--- src/rtl/tile_dma_bank_interleave_macros.svh ---
// ----------------------------------------------------------------------------
// Tile DMA bank interleave: assertion macros
// These are shared checks that are written once for the RTL modules to use.
// ----------------------------------------------------------------------------
`ifndef TILE_DMA_BANK_INTERLEAVE_MACROS_SVH
`define TILE_DMA_BANK_INTERLEAVE_MACROS_SVH

// The consequent must hold in the same cycle as the antecedent.
`define TDBI_ASSERT_NOW(label, clk, rst_n, ante, cons, msg) \
	label: assert property (@(posedge clk) disable iff (!rst_n) (ante) |-> (cons)) \
		else $error(msg);

// The consequent must hold in the cycle after the antecedent.
`define TDBI_ASSERT_NEXT(label, clk, rst_n, ante, cons, msg) \
	label: assert property (@(posedge clk) disable iff (!rst_n) (ante) |=> (cons)) \
		else $error(msg);

`endif

--- src/rtl/tdbi_pkg.sv ---
// ----------------------------------------------------------------------------
// Tile DMA bank interleave: package
// Shared constants, codes and beat types for the tile address generator.
// ----------------------------------------------------------------------------
package tdbi_pkg;

	localparam int UNITS       = 8;
	localparam int ROW_W       = 12;
	localparam int CHECK_BANKS = 4;
	localparam int MAX_BANKS   = 16;
	localparam int QUEUE_DEPTH = 2;
	localparam int LEN_W       = 10;
	localparam int READ_END_W  = 21;
	localparam int BANK_CNT_W  = 5;

	localparam logic [BANK_CNT_W-1:0] BANK_COUNT_RESET = 5'd4;

	typedef enum logic [0:0] {
		OP_SUBMIT = 1'b0,
		OP_TICK   = 1'b1
	} op_e_t;

	typedef enum logic [0:0] {
		KIND_STATUS = 1'b0,
		KIND_XFER   = 1'b1
	} kind_e_t;

	typedef enum logic [1:0] {
		ST_ACCEPTED  = 2'd0,
		ST_BUSY      = 2'd1,
		ST_NOT_READY = 2'd2
	} status_e_t;

	typedef struct packed {
		op_e_t       op;
		logic        is_store;
		logic [2:0]  unit;
		logic [3:0]  first_bank;
		logic [31:0] dram_base;
		logic [11:0] buffer_row;
		logic [15:0] start_x;
		logic [15:0] start_y;
		logic [15:0] image_width;
		logic [10:0] tile_cols;
		logic [10:0] tile_rows;
		logic [10:0] sq_side;
	} item_t;

	typedef struct packed {
		kind_e_t     kind;
		status_e_t   status;
		logic        xfer_store;
		logic [31:0] dram_addr;
		logic [2:0]  xfer_unit;
		logic [3:0]  bank;
		logic [11:0] row;
		logic        last;
	} result_t;

	// A classified item as the back end sees it.
	typedef struct packed {
		op_e_t                 op;
		logic                  is_store;
		logic [2:0]            unit;
		logic [3:0]            first_bank;
		logic [31:0]           line_base;
		logic [ROW_W-1:0]      buffer_row;
		logic [READ_END_W-1:0] read_end;
		logic [15:0]           stride;
		logic [LEN_W-1:0]      last_col;
		logic [LEN_W-1:0]      last_elem;
	} job_t;

endpackage

--- src/rtl/tdbi_queue.sv ---
// ----------------------------------------------------------------------------
// Tile DMA bank interleave: beat queue
// A short first-in first-out queue of beats with registered storage.
// ----------------------------------------------------------------------------
module tdbi_queue #(
	parameter type T = logic
) (
	input  logic clk,
	input  logic arst_n,
	input  logic push,
	input  T     wdata,
	output logic full,
	input  logic pop,
	output T     rdata,
	output logic empty
);

	localparam int D  = tdbi_pkg::QUEUE_DEPTH;
	localparam int PW = (D > 1) ? $clog2(D) : 1;
	localparam int CW = $clog2(D + 1);

	T              mem_q [D];
	logic [PW-1:0] wr_q;
	logic [PW-1:0] rd_q;
	logic [CW-1:0] cnt_q;
	logic          do_push;
	logic          do_pop;

	assign full    = (cnt_q == CW'(D));
	assign empty   = (cnt_q == '0);
	assign do_push = push && !full;
	assign do_pop  = pop && !empty;
	assign rdata   = mem_q[rd_q];

	always_ff @(posedge clk or negedge arst_n) begin
		if (!arst_n) begin
			wr_q  <= '0;
			rd_q  <= '0;
			cnt_q <= '0;
		end else begin
			if (do_push) begin
				wr_q <= (wr_q == PW'(D - 1)) ? '0 : wr_q + 1'b1;
			end
			if (do_pop) begin
				rd_q <= (rd_q == PW'(D - 1)) ? '0 : rd_q + 1'b1;
			end
			if (do_push && !do_pop) begin
				cnt_q <= cnt_q + 1'b1;
			end else if (do_pop && !do_push) begin
				cnt_q <= cnt_q - 1'b1;
			end
		end
	end

	always_ff @(posedge clk) begin
		if (do_push) begin
			mem_q[wr_q] <= wdata;
		end
	end

endmodule

--- src/rtl/tdbi_front.sv ---
// ----------------------------------------------------------------------------
// Tile DMA bank interleave: front end
// Classifies an incoming beat and works out everything that does not depend
// on the tile state: the first line address, the store read end and lengths.
// ----------------------------------------------------------------------------
module tdbi_front #(
	parameter int UNITS = tdbi_pkg::UNITS
) (
	input  tdbi_pkg::item_t item,
	output tdbi_pkg::job_t  job
);

	localparam int LW = tdbi_pkg::LEN_W;

	logic [2:0]  unit_mod [8];
	logic [31:0] origin_prod;
	logic [21:0] square_prod;

	// The unit index is only three bits, so its remainder is a small table.
	for (genvar v = 0; v < 8; v++) begin : g_unit_mod
		assign unit_mod[v] = 3'(v % UNITS);
	end

	function automatic logic [LW-1:0] clamp_len(input logic [10:0] v);
		logic [LW-1:0] r;
		if (v == 11'd0) begin
			r = '0;
		end else if (v > 11'd1024) begin
			r = '1;
		end else begin
			r = LW'(v - 11'd1);
		end
		return r;
	endfunction

	assign origin_prod = item.start_x * item.image_width;
	assign square_prod = item.sq_side * item.sq_side;

	always_comb begin
		job            = '0;
		job.op         = item.op;
		job.is_store   = item.is_store;
		job.unit       = unit_mod[item.unit];
		job.first_bank = item.first_bank;
		job.line_base  = item.dram_base + origin_prod + 32'(item.start_y);
		job.buffer_row = item.buffer_row;
		job.read_end   = tdbi_pkg::READ_END_W'(square_prod / tdbi_pkg::CHECK_BANKS)
			+ tdbi_pkg::READ_END_W'(item.buffer_row);
		job.stride     = item.image_width;
		job.last_col   = clamp_len(item.tile_cols);
		job.last_elem  = clamp_len(item.tile_rows);
	end

endmodule

--- src/rtl/tdbi_back.sv ---
// ----------------------------------------------------------------------------
// Tile DMA bank interleave: back end
// Holds the tile walk state and the per-unit write pointers, answers submits
// and issues one transfer descriptor per tick while a tile is active.
// ----------------------------------------------------------------------------
`include "tile_dma_bank_interleave_macros.svh"

module tdbi_back #(
	parameter int UNITS = tdbi_pkg::UNITS
) (
	input  logic                                clk,
	input  logic                                arst_n,
	input  logic [tdbi_pkg::BANK_CNT_W-1:0]     bank_count,
	input  tdbi_pkg::job_t                      job,
	input  logic                                job_empty,
	output logic                                job_pop,
	output tdbi_pkg::result_t                   res,
	output logic                                res_push,
	input  logic                                res_full
);

	localparam int UW = (UNITS > 1) ? $clog2(UNITS) : 1;
	localparam int RW = tdbi_pkg::ROW_W;
	localparam int LW = tdbi_pkg::LEN_W;
	localparam int BW = tdbi_pkg::BANK_CNT_W;

	logic             active_q, active_d;
	logic             cur_store_q, cur_store_d;
	logic [2:0]       cur_unit_q, cur_unit_d;
	logic [31:0]      line_base_q, line_base_d;
	logic [LW-1:0]    col_q, col_d;
	logic [LW-1:0]    elem_q, elem_d;
	logic [3:0]       bank_q, bank_d;
	logic [RW-1:0]    row_q, row_d;
	logic [15:0]      stride_q, stride_d;
	logic [LW-1:0]    cols_q, cols_d;
	logic [LW-1:0]    rows_q, rows_d;
	logic [RW-1:0]    wp_q [UNITS];

	logic             go;
	logic [RW-1:0]    wp_rd;
	logic [BW-1:0]    nbanks;
	logic [BW-1:0]    bank_inc;
	logic             bank_wrap;
	logic [RW-1:0]    row_adv;
	logic             is_last;
	logic             wp_we;
	logic [RW-1:0]    wp_wdata;

	assign go      = !job_empty && !res_full;
	assign job_pop = go;
	assign wp_rd   = wp_q[UW'(job.unit)];

	assign nbanks    = (bank_count > BW'(tdbi_pkg::MAX_BANKS)) ?
		BW'(tdbi_pkg::MAX_BANKS) : bank_count;
	assign bank_inc  = BW'(bank_q) + 1'b1;
	assign bank_wrap = (bank_inc >= nbanks);
	assign row_adv   = bank_wrap ? row_q + 1'b1 : row_q;
	assign is_last   = (col_q == cols_q) && (elem_q == rows_q);

	always_comb begin
		active_d    = active_q;
		cur_store_d = cur_store_q;
		cur_unit_d  = cur_unit_q;
		line_base_d = line_base_q;
		col_d       = col_q;
		elem_d      = elem_q;
		bank_d      = bank_q;
		row_d       = row_q;
		stride_d    = stride_q;
		cols_d      = cols_q;
		rows_d      = rows_q;
		wp_we       = 1'b0;
		wp_wdata    = row_adv + 1'b1;
		res         = '0;
		res_push    = 1'b0;
		if (go) begin
			unique case (job.op)
				tdbi_pkg::OP_SUBMIT: begin
					res_push = 1'b1;
					res.kind = tdbi_pkg::KIND_STATUS;
					if (active_q) begin
						res.status = tdbi_pkg::ST_BUSY;
					end else if (job.is_store &&
						(job.read_end > tdbi_pkg::READ_END_W'(wp_rd))) begin
						res.status = tdbi_pkg::ST_NOT_READY;
					end else begin
						res.status  = tdbi_pkg::ST_ACCEPTED;
						active_d    = 1'b1;
						cur_store_d = job.is_store;
						cur_unit_d  = job.unit;
						line_base_d = job.line_base;
						col_d       = '0;
						elem_d      = '0;
						bank_d      = job.first_bank;
						row_d       = job.is_store ? job.buffer_row : wp_rd + 1'b1;
						stride_d    = job.stride;
						cols_d      = job.last_col;
						rows_d      = job.last_elem;
					end
				end
				tdbi_pkg::OP_TICK: begin
					if (active_q) begin
						res_push       = 1'b1;
						res.kind       = tdbi_pkg::KIND_XFER;
						res.status     = tdbi_pkg::ST_ACCEPTED;
						res.xfer_store = cur_store_q;
						res.dram_addr  = line_base_q + 32'(elem_q);
						res.xfer_unit  = cur_unit_q;
						res.bank       = bank_q;
						res.row        = row_q;
						res.last       = is_last;
						bank_d         = bank_wrap ? 4'd0 : bank_inc[3:0];
						row_d          = row_adv;
						if (elem_q >= rows_q) begin
							elem_d      = '0;
							col_d       = col_q + 1'b1;
							line_base_d = line_base_q + 32'(stride_q);
						end else begin
							elem_d = elem_q + 1'b1;
						end
						if (is_last) begin
							active_d = 1'b0;
							wp_we    = !cur_store_q;
						end
					end
				end
				default: begin
				end
			endcase
		end
	end

	always_ff @(posedge clk or negedge arst_n) begin
		if (!arst_n) begin
			active_q    <= 1'b0;
			cur_store_q <= 1'b0;
			cur_unit_q  <= '0;
			line_base_q <= '0;
			col_q       <= '0;
			elem_q      <= '0;
			bank_q      <= '0;
			row_q       <= '0;
			stride_q    <= '0;
			cols_q      <= '0;
			rows_q      <= '0;
			for (int i = 0; i < UNITS; i++) begin
				wp_q[i] <= '0;
			end
		end else begin
			active_q    <= active_d;
			cur_store_q <= cur_store_d;
			cur_unit_q  <= cur_unit_d;
			line_base_q <= line_base_d;
			col_q       <= col_d;
			elem_q      <= elem_d;
			bank_q      <= bank_d;
			row_q       <= row_d;
			stride_q    <= stride_d;
			cols_q      <= cols_d;
			rows_q      <= rows_d;
			if (wp_we) begin
				wp_q[UW'(cur_unit_q)] <= wp_wdata;
			end
		end
	end

	// The final tick of a tile must leave the unit idle.
	`TDBI_ASSERT_NEXT(a_last_ends_tile, clk, arst_n,
		go && (job.op == tdbi_pkg::OP_TICK) && active_q && is_last,
		!active_q, "tile still active after its final transfer")

	// A submit answered busy must not disturb the tile in progress.
	`TDBI_ASSERT_NEXT(a_busy_no_effect, clk, arst_n,
		go && (job.op == tdbi_pkg::OP_SUBMIT) && active_q,
		active_q && $stable(line_base_q) && $stable(cur_unit_q),
		"busy submit changed the active tile")

	// An accepted load starts one row above the unit's write pointer.
	`TDBI_ASSERT_NEXT(a_load_start_row, clk, arst_n,
		go && (job.op == tdbi_pkg::OP_SUBMIT) && !active_q && !job.is_store,
		active_q && (row_q == RW'($past(wp_rd) + 1'b1)),
		"load tile started at the wrong row")

	// The line counter never runs past the last line while a tile is active.
	`TDBI_ASSERT_NOW(a_col_in_range, clk, arst_n,
		active_q, col_q <= cols_q, "line counter beyond tile")

endmodule

--- src/rtl/tile_dma_bank_interleave.sv ---
// ----------------------------------------------------------------------------
// Tile DMA bank interleave
// Address generator for a tile mover between DRAM and a banked slice buffer.
//
//   Channel   Handshake          Beat
//   item      push / full        submit or tick request (item_t)
//   result    pop / empty        submit status or transfer descriptor (result_t)
//   config    cfg_we             bank count, 5 bits, no read-back
//
// One item is taken per cycle while the job queue has room; its job is held in
// the job queue, then its result in the result queue, before the result shows;
// ticks give one transfer a cycle while a tile runs and the result queue has room.
// The back-end walk update sets that rate: one item per cycle while results have room.
// Reset clears the walk state, queue pointers and every unit's write pointer at once.
// full rises while the two-entry job queue is held up by a stalled result side.
// ----------------------------------------------------------------------------
module tile_dma_bank_interleave #(
	parameter int UNITS = tdbi_pkg::UNITS
) (
	input  logic                            clk,
	input  logic                            arst_n,
	input  logic                            push,
	input  tdbi_pkg::item_t                 item,
	output logic                            full,
	input  logic                            pop,
	output tdbi_pkg::result_t               result,
	output logic                            empty,
	input  logic                            cfg_we,
	input  logic [tdbi_pkg::BANK_CNT_W-1:0] cfg_data
);

	logic [tdbi_pkg::BANK_CNT_W-1:0] bank_count_q;
	tdbi_pkg::job_t                  job_in;
	tdbi_pkg::job_t                  job_head;
	logic                            job_empty;
	logic                            job_pop;
	tdbi_pkg::result_t               res;
	logic                            res_push;
	logic                            res_full;

	always_ff @(posedge clk or negedge arst_n) begin
		if (!arst_n) begin
			bank_count_q <= tdbi_pkg::BANK_COUNT_RESET;
		end else if (cfg_we) begin
			bank_count_q <= cfg_data;
		end
	end

	tdbi_front #(.UNITS(UNITS)) u_front (
		.item (item),
		.job  (job_in)
	);

	tdbi_queue #(.T(tdbi_pkg::job_t)) u_job_queue (
		.clk    (clk),
		.arst_n (arst_n),
		.push   (push),
		.wdata  (job_in),
		.full   (full),
		.pop    (job_pop),
		.rdata  (job_head),
		.empty  (job_empty)
	);

	tdbi_back #(.UNITS(UNITS)) u_back (
		.clk        (clk),
		.arst_n     (arst_n),
		.bank_count (bank_count_q),
		.job        (job_head),
		.job_empty  (job_empty),
		.job_pop    (job_pop),
		.res        (res),
		.res_push   (res_push),
		.res_full   (res_full)
	);

	tdbi_queue #(.T(tdbi_pkg::result_t)) u_result_queue (
		.clk    (clk),
		.arst_n (arst_n),
		.push   (res_push),
		.wdata  (res),
		.full   (res_full),
		.pop    (pop),
		.rdata  (result),
		.empty  (empty)
	);

endmodule
--- config.mk ---
export PLATFORM = sky130hd
export DESIGN_NAME = tile_dma_bank_interleave
export DESIGN_NICKNAME = d
export VERILOG_FILES = /design/src/rtl/tdbi_pkg.sv /design/src/rtl/tdbi_queue.sv /design/src/rtl/tdbi_front.sv /design/src/rtl/tdbi_back.sv /design/src/rtl/tile_dma_bank_interleave.sv
export VERILOG_INCLUDE_DIRS = /design/src /design/src/rtl
export SDC_FILE = /design/constraint.sdc
export NUM_CORES = 2
export LEC_CHECK = 0
export ABC_CLOCK_PERIOD_IN_PS = 6000
export CORE_MARGIN = 4
export CORE_UTILIZATION = 40
export DETAILED_ROUTE_END_ITERATION = 8
export DONT_BUFFER_PORTS = 1
export SETUP_SLACK_MARGIN = 0.15
export SLEW_MARGIN = 20
export SYNTH_ARGS = -nofsm -noshare
export SYNTH_HDL_FRONTEND = slang
export SYNTH_HIERARCHICAL = 1
export SYNTH_SLANG_ARGS = --single-unit
--- constraint.sdc ---
create_clock -name clk -period 6 [get_ports clk]
set_clock_uncertainty 0.2 [all_clocks]
set_input_delay 1.8 -clock clk [delete_from_list [all_inputs] [get_ports clk]]
set_output_delay 1.8 -clock clk [all_outputs]
set_load 0.005 [all_outputs]
==> flow_results.xml <==
<?xml version="1.0" encoding="UTF-8"?>
<metrics>
  <group name="timing">
    <metric name="final_period_minus_worst_setup_slack" unit="ps">6681</metric>
    <metric name="period_share" unit="%">111.3</metric>
    <metric name="max_freq" unit="MHz">149.7</metric>
    <metric name="setup-tns-final" unit="ps">-26300</metric>
    <metric name="grt_setup_unrepaired" unit="">true</metric>
    <metric name="setup_viol_count_final" unit="">64</metric>
    <metric name="final_hold_viol_count" unit="">0</metric>
    <metric name="maxSlewViolCount" unit="">0</metric>
    <metric name="tightest_slew" unit="ps">1105</metric>
    <metric name="timing.max_slew.rel_slack" unit="%">25.69</metric>
    <metric name="postLayoutSetupSlackWorst" unit="ps">-680.7</metric>
  </group>
  <group name="floorplan">
    <metric name="die_area" unit="mm²">0.1051</metric>
    <metric name="core_area" unit="mm²">0.09885</metric>
    <metric name="die_h" unit="µm">324.3</metric>
    <metric name="std_cell_rows" unit="">115</metric>
    <metric name="i_o_pin_count" unit="">202</metric>
    <metric name="die_x" unit="µm">324.3</metric>
    <metric name="start_util" unit="%">40.47</metric>
  </group>
  <group name="synthesis">
    <metric name="proportion_of_synthesized_flip_flops_having_asynchronous_set_or_reset" unit="%">39.64</metric>
    <metric name="syn_nets" unit="">4382</metric>
    <metric name="synth_xor_area_share" unit="%">3.765</metric>
    <metric name="netlist-cell-type-count" unit="">106</metric>
    <metric name="synth-compound-area-share" unit="%">7.709</metric>
    <metric name="synth_seq_area_share" unit="%">38.56</metric>
    <metric name="adder_cell_fraction_of_synth_area" unit="%">22.39</metric>
    <metric name="synth_mux_area_share" unit="%">7.997</metric>
    <metric name="post_synth_and_or_nand_nor_area_fraction" unit="%">12.34</metric>
    <metric name="yosysWarnings" unit="">6</metric>
    <metric name="synth_cells" unit="">3707</metric>
    <metric name="ys_ff_latch" unit="">550</metric>
    <metric name="synth_edf_count" unit="">332</metric>
    <metric name="ys_dominant_reg_cell" unit="">edfxtp_1</metric>
    <metric name="synth.cell_area" unit="mm²">0.04001</metric>
    <metric name="synth_top_family_by_area" unit="">adder cells</metric>
    <metric name="synth.avg_cell_area" unit="µm²">10.79</metric>
  </group>
  <group name="cells_and_area">
    <metric name="synthToLayoutAreaGrowth" unit="%">14.75</metric>
    <metric name="most-common-layout-cells" unit="">480 x inv_1, 461 x nand2_1, 332 x edfxtp_1, 295 x fa_1, 215 x dfrtp_1</metric>
    <metric name="finalCoreUtilization" unit="%">46.44</metric>
    <metric name="design.final.nets" unit="">4486</metric>
    <metric name="fillerInstances" unit="">9007</metric>
    <metric name="final_design_area_no_fill" unit="mm²">0.04591</metric>
    <metric name="final_layout_size_suffix_gt1_share" unit="%">20.74</metric>
    <metric name="mostFrequentLayoutCell" unit="">inv_1</metric>
  </group>
  <group name="routing">
    <metric name="drt_first_iter_violations" unit="">1526</metric>
    <metric name="highest-signal-layer" unit="">met4</metric>
    <metric name="antenna_violating_nets_post_route" unit="">0</metric>
    <metric name="drt-total-wl" unit="µm">101500</metric>
    <metric name="dr.pass1.iters" unit="">5</metric>
    <metric name="post-route-drc-count" unit="">0</metric>
    <metric name="routedWlPerCell" unit="µm">19.68</metric>
    <metric name="met2_wl_post_dr" unit="µm">50370</metric>
    <metric name="vias" unit="">26700</metric>
    <metric name="length_of_routed_wiring_on_met1" unit="µm">43210</metric>
    <metric name="met3WireLength" unit="µm">5482</metric>
    <metric name="via_per_instance_ratio" unit="">5.178</metric>
  </group>
  <group name="clock_tree">
    <metric name="clock-sinks" unit="">550</metric>
    <metric name="cts_inserted_buffers" unit="">60</metric>
    <metric name="clock_latency" unit="ps">630</metric>
    <metric name="clk_pin_slew_worst_paths" unit="ps">60</metric>
    <metric name="cts_max_level" unit="">2</metric>
    <metric name="tritoncts" unit="">yes</metric>
    <metric name="cts_root_buf" unit="">clkbuf_16</metric>
    <metric name="cts_max_path_buffers" unit="">3</metric>
  </group>
  <group name="worst_hold_path">
    <metric name="min-delay-path-class" unit="">flop to flop</metric>
    <metric name="min_path_cells" unit="">2</metric>
    <metric name="hold-path-endpoint" unit="">u_back/wp_q[13]</metric>
    <metric name="worst_hold_startpoint" unit="">u_back/wp_q[13]</metric>
  </group>
  <group name="worst_setup_path">
    <metric name="reg2regPathDepth" unit="">13</metric>
    <metric name="timing.critical_path.from" unit="">item[66]</metric>
    <metric name="worstReg2RegEnd" unit="">u_back/line_base_q[22]</metric>
    <metric name="timing.critical_path.required" unit="ps">6170</metric>
    <metric name="rrSetupSlack" unit="ps">600</metric>
    <metric name="worstSetupStartpointType" unit="">input pin</metric>
    <metric name="worstSetupEndpointType" unit="">flop</metric>
    <metric name="crit_path_max_fanout" unit="">16</metric>
    <metric name="timing.rr.start" unit="">u_job_queue/rd_q</metric>
    <metric name="worst-setup-path-type" unit="">input pin to flop</metric>
    <metric name="cp_data_arrival_time" unit="ps">6850</metric>
  </group>
  <group name="placed_design">
    <metric name="placed_cell_area" unit="mm²">0.04255</metric>
    <metric name="gpl.final_weighted_congestion" unit="">0.8652</metric>
    <metric name="hpwl" unit="µm">74950</metric>
    <metric name="place.port_buffers" unit="">0</metric>
  </group>
  <group name="global_routing">
    <metric name="grt_pass1_vias" unit="">27140</metric>
    <metric name="grt_antenna_before_repair" unit="">3</metric>
    <metric name="overflow_left_after_global_routing" unit="">0</metric>
    <metric name="largest_net_degree_at_the_start_of_global_routing" unit="">219</metric>
    <metric name="global_route_usage_over_all_layers" unit="%">19.20</metric>
    <metric name="global_route_wire_length_before_repair" unit="µm">156700</metric>
  </group>
  <group name="flow_run">
    <metric name="maxCapViolations" unit="">0</metric>
  </group>
  <group name="status">
    <metric name="violations" unit="">setup timing</metric>
    <metric name="status" unit="">finished, violations left</metric>
  </group>
</metrics>
-- cell families (layout without fill, tap and decap cells) --
family,count (synthesis),after routing
and+or+nand+nor,1040,1040
buffers and inverters,691,847
DFF,550,550
adders and majority gates,531,531
AOI/OAI and AO/OA,480,480
muxes,243,243
xor gates and xnor gates,172,172
other,0,5
-- worst max-delay path, stage by stage --
cell     delay (ps)
and2_4          150
fa_1            550
fa_1            440
fa_1            530
inv_2            40
fa_1            540
inv_2            40
fa_1            470
fa_1            580
ha_4            240
a21o_1          160
a21oi_1         120
o21ai_1         120
nand4_1         150
nand3_4         110
o21ai_4         210
a21oi_2         110
o41ai_2         320
xnor2_1         140
-- metal layers --
layer | up-vias | track usage [%]
met1 | 13330 | 25.39
met4 | 0 | 4.715
met3 | 119 | 2.961
met5 | - | 0
li1 | 12570 | -
met2 | 676 | 33.27
-- cells in the mapped netlist (all sizes together) (24+ instances only) --
cell	n	area share, %
buf	82	1.5
fa	308	15
o21ai	164	2.1
xor2	62	1.4
a21oi	120	1.5
nand3	51	0.65
mux2i	26	0.84
nor2	160	1.5
inv	512	4.8
mux2	193	5.7
a21o	48	0.91
clkbuf	96	0.90
mux4	24	1.4
edfxtp	332	25
ha	223	7.0
and2	144	2.3
nand2	489	4.6
nor3	39	0.53
dfrtp	217	14
xnor2	110	2.4
-- final cells by class --
class / instances / area, µm² / area share [%]
inverter: 513 / 1926 / 4.194
sequential: 550 / 15430 / 33.62
clock inverter: 39 / 410.4 / 0.8940
multi-input combinational: 2466 / 23100 / 50.33
timing repair buffer: 220 / 1802 / 3.925
antenna: 5 / 12.51 / 0.02725
tap: 1287 / 1610 / 3.508
clock buffer: 75 / 1609 / 3.505
-- worst max-delay path by stage --
| stage | endpoint | cells past startpoint | slack (ps) |
|---|---|---|---|
| 2_1_floorplan | u_job_queue/mem_q[0][52] | 24 | -1390 |
| 5_1_grt | u_job_queue/mem_q[1][52] | 24 | -820 |
| 6_report | u_job_queue/mem_q[1][100] | 19 | -680 |
| 3_5_place_dp | u_job_queue/mem_q[0][55] | 24 | -1410 |
| 4_1_cts | u_job_queue/mem_q[1][52] | 23 | -710 |
| 3_3_place_gp | u_job_queue/mem_q[0][55] | 24 | -1410 |
-- timing repair --
item	in CTS	in global routing
buffers inserted	14	18
hold buffers	0	0
gates resized for setup	93	126
endpoints found under the setup margin	66	72
pin swaps	65	106
-- per-stage QoR --
step	setup WS (ps)	cells	hold WS, ps
after floorplan	-1392	3707	233.4
after global placement	-1413	5004	249.0
after detailed placement	-1413	5004	254.8
after CTS	-706.9	5132	268.4
after global routing	-819.5	5152	290.9
final	-680.7	5155	268.5
-- flip-flops by register name (all words and copies together) (netlist names), 3 cells and up --
register	flops
u_back/wp_q	96
u_back/col_q	10
u_result_queue/mem_q	112
u_back/cols_q	10
u_back/line_base_q	32
u_back/bank_q	4
bank_count_q	5
u_back/row_q	12
u_back/stride_q	16
u_back/elem_q	10
u_back/cur_unit_q	3
u_job_queue/mem_q	220
u_back/rows_q	10
Power is left out: the tool's default activity adds up to more than one toggle a clock period on the data nets, which glitch-free logic cannot reach.
